===== config.mk =====
export PLATFORM = sky130hd
export DESIGN_NAME = crc16_frame_deframer_unit
export DESIGN_NICKNAME = d
export VERILOG_FILES = /design/src/rtl/core/crcdf_pkg.sv /design/src/rtl/core/crcdf_payload_mem.sv /design/src/rtl/core/crcdf_parser.sv /design/src/rtl/core/crcdf_emitter.sv /design/src/rtl/core/crc16_frame_deframer_unit.sv
export SDC_FILE = /design/constraint.sdc
export NUM_CORES = 1
export LEC_CHECK = 0
export BUFFER_PORTS_ARGS = -buffer_cell sky130_fd_sc_hd__buf_4
export CELL_PAD_IN_SITES_DETAIL_PLACEMENT = 0
export CELL_PAD_IN_SITES_GLOBAL_PLACEMENT = 1
export CORE_UTILIZATION = 40
export DETAILED_ROUTE_END_ITERATION = 6
export GPL_TIMING_DRIVEN = 0
export PLACE_DENSITY = 0.64
export SETUP_SLACK_MARGIN = 0.15
export SLEW_MARGIN = 20
export SYNTH_ARGS = -nofsm -noshare
export SYNTH_HDL_FRONTEND = slang
export SYNTH_HIERARCHICAL = 1
export SYNTH_SLANG_ARGS = --single-unit
export TNS_END_PERCENT = 100

===== constraint.sdc =====
create_clock -name clk -period 5.8 [get_ports clk]
set_input_delay 0 -clock clk [delete_from_list [all_inputs] [get_ports clk]]
set_output_delay 0 -clock clk [all_outputs]
set_load 0.02 [all_outputs]

===== src/rtl/core/crcdf_pkg.sv =====
package crcdf_pkg;

    // Field widths fixed by the frame format.
    localparam int BYTE_W = 8;
    localparam int LEN_W  = 7;
    localparam int CRC_W  = 16;

    // Configuration register indexes.
    typedef logic [1:0] cfg_index_t;
    localparam cfg_index_t CFG_START_MARKER = 2'd0;
    localparam cfg_index_t CFG_END_MARKER   = 2'd1;
    localparam cfg_index_t CFG_LENGTH_LIMIT = 2'd2;

    // Result status codes.
    typedef logic [1:0] status_t;
    localparam status_t ST_GOOD      = 2'd0;
    localparam status_t ST_CRC_ERR   = 2'd1;
    localparam status_t ST_LEN_ERR   = 2'd2;
    localparam status_t ST_END_ERR   = 2'd3;

    // CRC-16/X-25 constants (reflected form).
    localparam logic [CRC_W-1:0] CRC_INIT = 16'hFFFF;
    localparam logic [CRC_W-1:0] CRC_POLY = 16'h8408;

    // Saturation value for an oversized length report.
    localparam logic [LEN_W-1:0] LEN_SAT = 7'd127;

    // Delivery request handed from the parser to the emitter.
    typedef struct packed {
        logic               fire;
        logic               run;
        status_t            status;
        logic [BYTE_W-1:0]  cmd;
        logic [LEN_W-1:0]   len;
    } job_t;

    // One byte of the reflected CRC update, eight shift steps.
    function automatic logic [CRC_W-1:0] crc16_feed(input logic [CRC_W-1:0] crc,
                                                    input logic [BYTE_W-1:0] b);
        logic [CRC_W-1:0] c;
        c = crc ^ {8'h00, b};
        for (int i = 0; i < 8; i++)
        begin
            c = c[0] ? ((c >> 1) ^ CRC_POLY) : (c >> 1);
        end
        return c;
    endfunction

endpackage


===== src/rtl/core/crcdf_payload_mem.sv =====
module crcdf_payload_mem
    import crcdf_pkg::*;
#(
    parameter int DEPTH  = 64,
    parameter int ADDR_W = 6
)
(
    input  logic              clk,
    input  logic              wr_en,
    input  logic [ADDR_W-1:0] wr_addr,
    input  logic [BYTE_W-1:0] wr_data,
    input  logic              rd_en,
    input  logic [ADDR_W-1:0] rd_addr,
    output logic [BYTE_W-1:0] rd_data
);

    logic [BYTE_W-1:0] mem [DEPTH];
    logic [BYTE_W-1:0] rd_data_reg;

    // Write port.
    always_ff @(posedge clk)
    begin
        if (wr_en)
        begin
            mem[wr_addr] <= wr_data;
        end
    end

    // Registered read port; the data holds until the next read.
    always_ff @(posedge clk)
    begin
        if (rd_en)
        begin
            rd_data_reg <= mem[rd_addr];
        end
    end

    assign rd_data = rd_data_reg;

endmodule


===== src/rtl/core/crcdf_parser.sv =====
module crcdf_parser
    import crcdf_pkg::*;
#(
    parameter int MAX_PAYLOAD = 64,
    parameter int ADDR_W      = 6
)
(
    input  logic              clk,
    input  logic              rst_n,
    input  logic              accept,
    input  logic [BYTE_W-1:0] rx_byte,
    input  logic [BYTE_W-1:0] start_marker,
    input  logic [BYTE_W-1:0] end_marker,
    input  logic [LEN_W-1:0]  length_limit,
    output job_t              job,
    output logic              wr_en,
    output logic [ADDR_W-1:0] wr_addr,
    output logic [BYTE_W-1:0] wr_data
);

    typedef enum logic [4:0] {
        PH_WAIT    = 5'b00001,
        PH_HEADER  = 5'b00010,
        PH_PAYLOAD = 5'b00100,
        PH_CRC     = 5'b01000,
        PH_END     = 5'b10000
    } phase_t;

    localparam logic [LEN_W-1:0] MAX_LEN = LEN_W'(MAX_PAYLOAD);

    phase_t             phase_reg, phase_next;
    logic [1:0]         hpos_reg, hpos_next;
    logic [BYTE_W-1:0]  cmd_reg, cmd_next;
    logic [BYTE_W-1:0]  len_lo_reg, len_lo_next;
    logic [LEN_W-1:0]   len_reg, len_next;
    logic [LEN_W-1:0]   bpos_reg, bpos_next;
    logic [CRC_W-1:0]   crc_reg, crc_next;
    logic [CRC_W-1:0]   chk_reg, chk_next;

    logic [LEN_W-1:0]   limit;
    logic [CRC_W-1:0]   crc_fed;
    logic               too_large;
    logic [LEN_W-1:0]   sat_len;
    logic [LEN_W-1:0]   bpos_inc;

    // The effective limit never exceeds the store depth.
    assign limit    = (length_limit < MAX_LEN) ? length_limit : MAX_LEN;
    assign crc_fed  = crc16_feed(crc_reg, rx_byte);
    assign bpos_inc = bpos_reg + 7'd1;

    // Length checks on the full 16-bit value: high byte plus held low byte.
    assign too_large = (rx_byte != 8'h00) || ({1'b0, len_lo_reg} > {2'b00, limit});
    assign sat_len   = ((rx_byte != 8'h00) || len_lo_reg[7]) ? LEN_SAT : len_lo_reg[6:0];

    // Parse sequencer, one byte per accepted beat.
    always_comb
    begin
        phase_next  = phase_reg;
        hpos_next   = hpos_reg;
        cmd_next    = cmd_reg;
        len_lo_next = len_lo_reg;
        len_next    = len_reg;
        bpos_next   = bpos_reg;
        crc_next    = crc_reg;
        chk_next    = chk_reg;
        job         = '0;
        job.cmd     = cmd_reg;
        job.len     = len_reg;
        wr_en       = 1'b0;
        wr_addr     = bpos_reg[ADDR_W-1:0];
        wr_data     = rx_byte;
        if (accept)
        begin
            case (phase_reg)
                PH_WAIT:
                begin
                    if (rx_byte == start_marker)
                    begin
                        phase_next = PH_HEADER;
                        hpos_next  = 2'd0;
                        crc_next   = CRC_INIT;
                    end
                end
                PH_HEADER:
                begin
                    crc_next = crc_fed;
                    case (hpos_reg)
                        2'd0:
                        begin
                            cmd_next  = rx_byte;
                            hpos_next = 2'd1;
                        end
                        2'd1:
                        begin
                            len_lo_next = rx_byte;
                            hpos_next   = 2'd2;
                        end
                        default:
                        begin
                            hpos_next = 2'd0;
                            bpos_next = '0;
                            if (too_large)
                            begin
                                job.fire   = 1'b1;
                                job.status = ST_LEN_ERR;
                                job.len    = sat_len;
                                phase_next = PH_WAIT;
                            end
                            else
                            begin
                                len_next   = len_lo_reg[6:0];
                                phase_next = (len_lo_reg != 8'h00) ? PH_PAYLOAD : PH_CRC;
                            end
                        end
                    endcase
                end
                PH_PAYLOAD:
                begin
                    crc_next  = crc_fed;
                    wr_en     = 1'b1;
                    bpos_next = bpos_inc;
                    if (bpos_inc >= len_reg)
                    begin
                        phase_next = PH_CRC;
                        hpos_next  = 2'd0;
                    end
                end
                PH_CRC:
                begin
                    if (hpos_reg == 2'd0)
                    begin
                        chk_next  = {8'h00, rx_byte};
                        hpos_next = 2'd1;
                    end
                    else
                    begin
                        chk_next   = {rx_byte, chk_reg[7:0]};
                        hpos_next  = 2'd0;
                        phase_next = PH_END;
                    end
                end
                PH_END:
                begin
                    job.fire = 1'b1;
                    if (rx_byte == end_marker)
                    begin
                        phase_next = PH_WAIT;
                        if (~crc_reg == chk_reg)
                        begin
                            job.status = ST_GOOD;
                            job.run    = (len_reg != '0);
                        end
                        else
                        begin
                            job.status = ST_CRC_ERR;
                        end
                    end
                    else
                    begin
                        job.status = ST_END_ERR;
                        // A start byte in the end slot opens the next frame at once.
                        if (rx_byte == start_marker)
                        begin
                            phase_next = PH_HEADER;
                            hpos_next  = 2'd0;
                            crc_next   = CRC_INIT;
                        end
                        else
                        begin
                            phase_next = PH_WAIT;
                        end
                    end
                end
                default:
                begin
                    phase_next = PH_WAIT;
                end
            endcase
        end
    end

    always_ff @(posedge clk or negedge rst_n)
    begin
        if (!rst_n)
        begin
            phase_reg  <= PH_WAIT;
            hpos_reg   <= '0;
            cmd_reg    <= '0;
            len_lo_reg <= '0;
            len_reg    <= '0;
            bpos_reg   <= '0;
            crc_reg    <= CRC_INIT;
            chk_reg    <= '0;
        end
        else
        begin
            phase_reg  <= phase_next;
            hpos_reg   <= hpos_next;
            cmd_reg    <= cmd_next;
            len_lo_reg <= len_lo_next;
            len_reg    <= len_next;
            bpos_reg   <= bpos_next;
            crc_reg    <= crc_next;
            chk_reg    <= chk_next;
        end
    end

    // Payload writes stay inside the announced length.
    assert property (@(posedge clk) disable iff (!rst_n)
        wr_en |-> (bpos_reg < len_reg))
    else $error("payload write beyond frame length");

    // A delivery request only comes from an accepted beat.
    assert property (@(posedge clk) disable iff (!rst_n)
        job.fire |-> accept)
    else $error("delivery request without an accepted beat");

endmodule


===== src/rtl/core/crcdf_emitter.sv =====
module crcdf_emitter
    import crcdf_pkg::*;
#(
    parameter int ADDR_W = 6
)
(
    input  logic              clk,
    input  logic              rst_n,
    input  job_t              job,
    input  logic [BYTE_W-1:0] rd_data,
    output logic              rd_en,
    output logic [ADDR_W-1:0] rd_addr,
    input  logic              item_stall,
    output logic              item_valid,
    output logic [1:0]        status,
    output logic [BYTE_W-1:0] frame_cmd,
    output logic [LEN_W-1:0]  frame_len,
    output logic [BYTE_W-1:0] data_byte,
    output logic              byte_valid,
    output logic              last
);

    logic              valid_reg, valid_next;
    status_t           status_reg, status_next;
    logic [BYTE_W-1:0] cmd_reg, cmd_next;
    logic [LEN_W-1:0]  len_reg, len_next;
    logic              bvalid_reg, bvalid_next;
    logic              last_reg, last_next;
    logic [LEN_W-1:0]  idx_reg, idx_next;

    logic              take;
    logic [LEN_W-1:0]  idx_inc;

    assign take    = valid_reg && !item_stall;
    assign idx_inc = idx_reg + 7'd1;

    // Delivery sequencer; the memory read register doubles as the data output stage.
    always_comb
    begin
        valid_next  = valid_reg;
        status_next = status_reg;
        cmd_next    = cmd_reg;
        len_next    = len_reg;
        bvalid_next = bvalid_reg;
        last_next   = last_reg;
        idx_next    = idx_reg;
        rd_en       = 1'b0;
        rd_addr     = '0;
        if (job.fire)
        begin
            valid_next  = 1'b1;
            status_next = job.status;
            cmd_next    = job.cmd;
            len_next    = job.len;
            idx_next    = '0;
            bvalid_next = job.run;
            last_next   = job.run ? (job.len == 7'd1) : 1'b1;
            rd_en       = job.run;
        end
        else if (take)
        begin
            if (last_reg)
            begin
                valid_next = 1'b0;
            end
            else
            begin
                idx_next  = idx_inc;
                rd_en     = 1'b1;
                rd_addr   = idx_inc[ADDR_W-1:0];
                last_next = ((idx_inc + 7'd1) == len_reg);
            end
        end
    end

    always_ff @(posedge clk or negedge rst_n)
    begin
        if (!rst_n)
        begin
            valid_reg  <= 1'b0;
            status_reg <= ST_GOOD;
            cmd_reg    <= '0;
            len_reg    <= '0;
            bvalid_reg <= 1'b0;
            last_reg   <= 1'b0;
            idx_reg    <= '0;
        end
        else
        begin
            valid_reg  <= valid_next;
            status_reg <= status_next;
            cmd_reg    <= cmd_next;
            len_reg    <= len_next;
            bvalid_reg <= bvalid_next;
            last_reg   <= last_next;
            idx_reg    <= idx_next;
        end
    end

    assign item_valid = valid_reg;
    assign status     = status_reg;
    assign frame_cmd  = cmd_reg;
    assign frame_len  = len_reg;
    assign data_byte  = bvalid_reg ? rd_data : 8'h00;
    assign byte_valid = bvalid_reg;
    assign last       = last_reg;

    // A new request never lands on a beat that is still pending.
    assert property (@(posedge clk) disable iff (!rst_n)
        job.fire |-> !valid_reg)
    else $error("delivery request while a beat is pending");

    // A run continues after every beat but its last one.
    assert property (@(posedge clk) disable iff (!rst_n)
        (take && !last_reg) |=> (valid_reg && bvalid_reg))
    else $error("payload run ended early");

endmodule


===== src/rtl/core/crc16_frame_deframer_unit.sv =====
// Latency: an error beat, or the first beat of a good frame, is shown the cycle after the
// closing byte (for a length error, the length high byte) is accepted; payload beats then
// follow one per cycle from the store while item_stall is low. Throughput: one received
// byte per cycle; rx_stall stays high while a result beat pends, so input waits out each delivery.
// Reset: rst_n clears the parser, emitter and markers to defaults at once; the payload
// store is not cleared and needs no clearing pass.
module crc16_frame_deframer_unit
    import crcdf_pkg::*;
#(
    parameter int MAX_PAYLOAD = 64
)
(
    input  logic              clk,
    input  logic              rst_n,
    input  logic              rx_valid,
    output logic              rx_stall,
    input  logic [7:0]        rx_byte,
    output logic              item_valid,
    input  logic              item_stall,
    output logic [1:0]        status,
    output logic [7:0]        frame_cmd,
    output logic [6:0]        frame_len,
    output logic [7:0]        data_byte,
    output logic              byte_valid,
    output logic              last,
    input  logic              cfg_wen,
    input  logic [1:0]        cfg_index,
    input  logic [7:0]        cfg_wdata
);

    localparam int ADDR_W = (MAX_PAYLOAD > 1) ? $clog2(MAX_PAYLOAD) : 1;

    logic [BYTE_W-1:0] start_marker_reg;
    logic [BYTE_W-1:0] end_marker_reg;
    logic [LEN_W-1:0]  length_limit_reg;

    logic              accept;
    job_t              job;
    logic              wr_en;
    logic [ADDR_W-1:0] wr_addr;
    logic [BYTE_W-1:0] wr_data;
    logic              rd_en;
    logic [ADDR_W-1:0] rd_addr;
    logic [BYTE_W-1:0] rd_data;

    // Configuration registers; unknown indexes are ignored.
    always_ff @(posedge clk or negedge rst_n)
    begin
        if (!rst_n)
        begin
            start_marker_reg <= 8'hAA;
            end_marker_reg   <= 8'h55;
            length_limit_reg <= 7'd64;
        end
        else if (cfg_wen)
        begin
            case (cfg_index)
                CFG_START_MARKER: start_marker_reg <= cfg_wdata;
                CFG_END_MARKER:   end_marker_reg   <= cfg_wdata;
                CFG_LENGTH_LIMIT: length_limit_reg <= cfg_wdata[LEN_W-1:0];
                default:          ;
            endcase
        end
    end

    // The store is only read during delivery, so input holds off until it ends.
    assign rx_stall = item_valid;
    assign accept   = rx_valid && !rx_stall;

    crcdf_parser #(
        .MAX_PAYLOAD (MAX_PAYLOAD),
        .ADDR_W      (ADDR_W)
    ) u_parser (
        .clk          (clk),
        .rst_n        (rst_n),
        .accept       (accept),
        .rx_byte      (rx_byte),
        .start_marker (start_marker_reg),
        .end_marker   (end_marker_reg),
        .length_limit (length_limit_reg),
        .job          (job),
        .wr_en        (wr_en),
        .wr_addr      (wr_addr),
        .wr_data      (wr_data)
    );

    crcdf_payload_mem #(
        .DEPTH  (MAX_PAYLOAD),
        .ADDR_W (ADDR_W)
    ) u_mem (
        .clk     (clk),
        .wr_en   (wr_en),
        .wr_addr (wr_addr),
        .wr_data (wr_data),
        .rd_en   (rd_en),
        .rd_addr (rd_addr),
        .rd_data (rd_data)
    );

    crcdf_emitter #(
        .ADDR_W (ADDR_W)
    ) u_emitter (
        .clk        (clk),
        .rst_n      (rst_n),
        .job        (job),
        .rd_data    (rd_data),
        .rd_en      (rd_en),
        .rd_addr    (rd_addr),
        .item_stall (item_stall),
        .item_valid (item_valid),
        .status     (status),
        .frame_cmd  (frame_cmd),
        .frame_len  (frame_len),
        .data_byte  (data_byte),
        .byte_valid (byte_valid),
        .last       (last)
    );

endmodule

**Word level (Yosys, flattened, before mapping)**

Memories as Yosys holds them, arrays and structs flattened. A register that Yosys moved wholly into a read port is not among the register bits.
Index checks and enable logic that the tools add are counted.

- Output and inout port bits: 29
- Memories kept: 1
- RAM bits: 512
- Flip-flop bits (word level): 119

- Reduce and logical (&&, ||, !) cells: 32
- Order comparisons: 3
- Multiplexer cells: 68
- Bitwise operators: 12
- Equal/unequal tests: 19
- Add/sub/neg operators: 3

Memory list:

| name | words | width | rd ports | clocked after Yosys merged registers in | wr ports | line | source |
|---|---|---|---|---|---|---|---|
| u_mem.mem | 64 | 8 | 1 | 1 | 1 | crcdf_payload_mem.sv:17 | `logic [BYTE_W-1:0] mem [DEPTH];` |

Operator list:

| cell | count |
|---|---|
| two-way mux 16 bit | 11 |
| two-way mux 7 bit | 10 |
| one-hot mux 16 bit (3 select lines) | 1 |
| two-way mux 5 bit | 5 |
| one-hot mux 5 bit (5 select lines) | 1 |
| inverter 2 -> 3 bit | 8 |
| adder 7 x 1 -> 7 bit, second input constant | 3 |
| two-way mux 1 bit | 21 |
| two-way mux 6 bit | 3 |
| equality test 16 bit | 1 |
| equality test 8 bit | 2 |
| two-way mux 2 bit | 8 |
| inverter 16 bit | 1 |
| nonzero test 8 bit | 2 |
| bitwise XOR 16 x 8 -> 16 bit | 1 |
| AND reduction 3 bit | 5 |
| one-hot mux 7 bit (2 select lines) | 1 |
| AND reduction 2 bit | 6 |
| one-hot mux 2 bit (5 select lines) | 1 |
| > comparator 8 x 7 -> 1 bit | 1 |
| two-way mux 4 bit | 2 |
| two-way mux 8 bit | 1 |
| != test 2 bit, second input constant | 4 |
| one-hot mux 2 bit (2 select lines) | 2 |
| 25 further kinds | 36 |

**Longest topological paths before layout**

- Depth in word-level cells: 18
- Depth in mapped cells: 24
- Mapped depth without buffers: 17

**Cells and area by module**

The synthesis kept the hierarchy.

Modules (own cells, without submodules):

| module | cells an instance | instances | area each (um^2) | sequential area each (um^2) |
|---|---|---|---|---|
| crcdf_payload_mem | 940 | 1 | 20246.9 | 15615.0 |
| crcdf_parser | 417 | 1 | 4341.7 | 1747.9 |
| crcdf_emitter | 142 | 1 | 1502.7 | 675.6 |
| crc16_frame_deframer_unit | 51 | 1 | 900.9 | 586.8 |

**Worst setup path before layout**

No wires, ideal clock.

- Kind: reg2reg
- Start point: reg length_limit_reg[6]
- End point: reg u_mem.rd_data_reg[3], in the netlist u_mem/rd_data[3] (read register of u_mem.mem), data pin
- Path slack: 1.230 ns
- Period minus slack after synthesis: 4.570 ns
- Library setup time: 0.270 ns
- Data required time: 5.530 ns
- Stages on the path, launching flop included: 22
- Data arrival time: 4.301 ns
- Path through: dfstp_2 > inv_1 > nand2_1 > ha_1 > nor2b_1 > o211ai_1 > a21oi_1 > or3_1 > clkbuf_1 > nor2b_1 > buf_2 > a21o_1 > buf_6 > nor2_1 > nand2_1 > nor2_1 > buf_6 > buf_4 > mux4_2 > mux4_2 > o21ai_1 > o41ai_1

RTL lines:

| element | line | source |
|---|---|---|
| start: declaration | crc16_frame_deframer_unit.sv:35 | `logic [LEN_W-1:0] length_limit_reg;` |
| start signal: assignment | crc16_frame_deframer_unit.sv:60 | `CFG_LENGTH_LIMIT: length_limit_reg <= cfg_wdata[LEN_W-1:0];` |
| end: declaration | crcdf_payload_mem.sv:18 | `logic [BYTE_W-1:0] rd_data_reg;` |

==> out/summary.txt <==
outcome - complete, no violations
GRT Overall Usage - 20.1%
clock sink count - 639
DRT Pass-1 Iters - 5
Req. time, crit path - 6.10 ns
ys flop type - edfxtp_1
crit start category - flop
row count - 94
R2R Setup Slk - 0.41 ns
initial core utilization - 40.8%
vias in the first global route - 14700
Root Driver - clkbuf_16
Critical Path Fanout Max - 10
clk buf depth - 3
Fmax achieved - 186 MHz
Die ar. - 0.0685 sq mm
clk_lat worst skew - 0.61 ns
count leader, synth - edfxtp_1
commonest cells in the netlist - edfxtp_1, mux4_2, nor2_1
Reg clk slew, reported paths - 0.06 ns
Critical path origin - length_limit_reg[6]
TritonCTS clock tree - done
reg-to-reg endpoint - u_mem/rd_data[5]
post-route minimum period - 5.39 ns
Relative slew margins - 31.2%
area leader, netlist - edfxtp_1
Final HPWL DP - 43600 um
EDFF count, synth - 520
Die Y - 262 um
crit end category - flop
fin crit share - 92.9%
Final Max Slew Viols - 0
final wirelength - 67200 um
reg-to-reg startpoint - length_limit_reg[6]
Via density - 5.59
YS warnings - 6
Worst Reg-to-Reg Cells - 22
Worst Hold Class - in2reg
Gate Count Post-Synth - 1550
Worst EP arrival - 5.69 ns
Netlist cell types - 76
die extent in x - 262 um
worst hold slack - 0.118 ns
wire per inst - 25.7 um
Final Wtd Congestion - 0.861
sequential fraction of the synthesis area - 69.0%
DR iter-0 viols - 1381
GRT overflow - 0
Worst Setup EP - u_mem/rd_data[5]
Setup Viol. Count Final - 0
Final Hold Viols - 0
Area growth syn-to-layout - 15.9%
Antenna Nets Post-Route - 0
initial antenna violation count - 0
Mapped Area - 0.0270 sq mm
number of buffers created by CTS - 71
Synth Register Bits - 639
max-cap violation count - 0
port bufs - 43
Largest register FFs - 512
top cell type's share of synthesized area - 57.9%
Area contributors post-synth - edfxtp_1, mux4_2, dfrtp_1
RSZ-0062 raised after global routing - yes
Mean Syn Cell Area - 17.4 sq um
Post-Syn Nets - 1591
Max rail drop VDD - 0.223 mV
Pwr Density - 320 mW/mm^2
TNS Setup - 0 ns
setup bufs post-CTS - 0
Slew @ Worst Pin - 1.03 ns
design area - 0.0313 sq mm
DR vias - 14600
IO Pins - 52
DRC violations left - 0
leakage - 10.5 nW
clk_skew - 0.0340 ns
H-tree levels - 3
fraction of layout cells with a size suffix above 1 - 27.1%
largest net degree at the start of global routing - 76
crit path kind - reg2reg
share of flip-flops with an asynchronous set or reset - 18.6%
placed inst area - 0.0284 sq mm
first-pass GRT wire length - 99400 um
Net count, final - 1737
core area - 0.0662 sq mm
## what timing repair did
| action | 4_1_cts | 5_1_grt |
|---|---|---|
| hold buffers | 28 | 1 |
| resized for setup | 31 | 45 |
| endpoints found under the hold margin | 498 | 3 |
| setup endpoints to repair | 8 | 8 |
## cell usage in the layout, fill, tap and decap left out, drive strengths merged, types with 8 or more instances in the layout
cell type	instances
a211oi	9
a21oi	18
and2	11
buf	104
clkbuf	127
clkinv	25
dfrtp	93
dfstp	26
dlygate4sd3	28
edfxtp	520
ha	18
inv	19
mux2	107
mux2i	29
mux4	126
nand2	72
nand2b	12
nand3	20
nand3b	8
nand4	8
nor2	108
nor2b	19
nor3	17
nor4	15
o21ai	24
o221ai	8
o22ai	8
or3	12
xnor2	39
xor2	38
## through the flow
stage	util, %	setup WS [ns]	cells	total power [W]
3_3_place_gp	42.9	-0.607	2457	0.00558
2_1_floorplan	-	1.23	1550	0.00546
3_5_place_dp	42.9	-0.562	2458	0.00559
4_1_cts	47.0	0.132	2613	0.0101
5_1_grt	47.2	0.128	2614	0.0103
6_report	47.2	0.412	2615	0.0100
## layer usage
layer	up-vias	wire, um	global-route usage, %
li1	6357	-	-
met1	7675	29800	28.4
met2	465	31900	32.0
met3	114	3670	3.35
met4	0	1870	6.30
met5	-	0	0
## how the worst min path moves through the flow
stage | to | startpoint | cells after the start
6_report | u_parser/hpos_reg[0] | rx_valid | 5
5_1_grt | u_parser/hpos_reg[0] | rx_valid | 5
4_1_cts | u_mem/mem[60][2] | rx_byte[2] | 1
3_5_place_dp | u_emitter/idx_reg[5] | rst_n | 1
3_3_place_gp | end_marker_reg[7] | cfg_wdata[7] | 2
2_1_floorplan | end_marker_reg[1] | rst_n | 0
## critical path, cell delays in order, from the launching register on
cell and delay, ns:
dfstp_2 0.53, inv_1 0.10, nand2_1 0.08, ha_1 0.23, nor2b_1 0.13, o211ai_1 0.16, a21oi_1 0.09, or3_1 0.37
clkbuf_1 0.18, nor2b_1 0.16, buf_2 0.18, a21o_1 0.20, buf_6 0.15, nor2_1 0.18, nand2_2 0.19, nor2_1 0.13
buf_4 0.26, buf_12 0.23, buf_6 0.21, mux4_2 0.37, mux4_2 0.55, o21ai_1 0.21, o41ai_2 0.15
## final cells by class
type,count,area (sq um)
antenna,1,2.50
buffer,94,691
clock buffer,92,1940
clock inverter,35,364
fill,5654,34900
inverter,18,67.6
multi-input combinational,799,7840
sequential,639,18600
tap,864,1080
timing repair buffer,73,662
## cells by family (layout without fill, tap and decap cells)
logic type	after synthesis	after routing	share of synthesized area (%)
flip-flops	639	639	69.0
multiplexers	262	262	16.1
buffers and inverters	112	312	2.35
AND/OR/NAND/NOR	324	324	6.06
AO/OA/AOI/OAI	118	118	3.13
XOR/XNOR	77	77	2.55
adder cells (fa/ha/maj)	18	18	0.834
other	0	1	0
## power breakdown
group / leakage (nW) / total (W) / switching [W] / internal [W]
Sequential: 6.19 / 0.00510 / 0.0000531 / 0.00505
Clock: 1.12 / 0.00448 / 0.00181 / 0.00267
Combinational: 3.21 / 0.000419 / 0.000237 / 0.000182
Power figures use the tool's default switching activity.
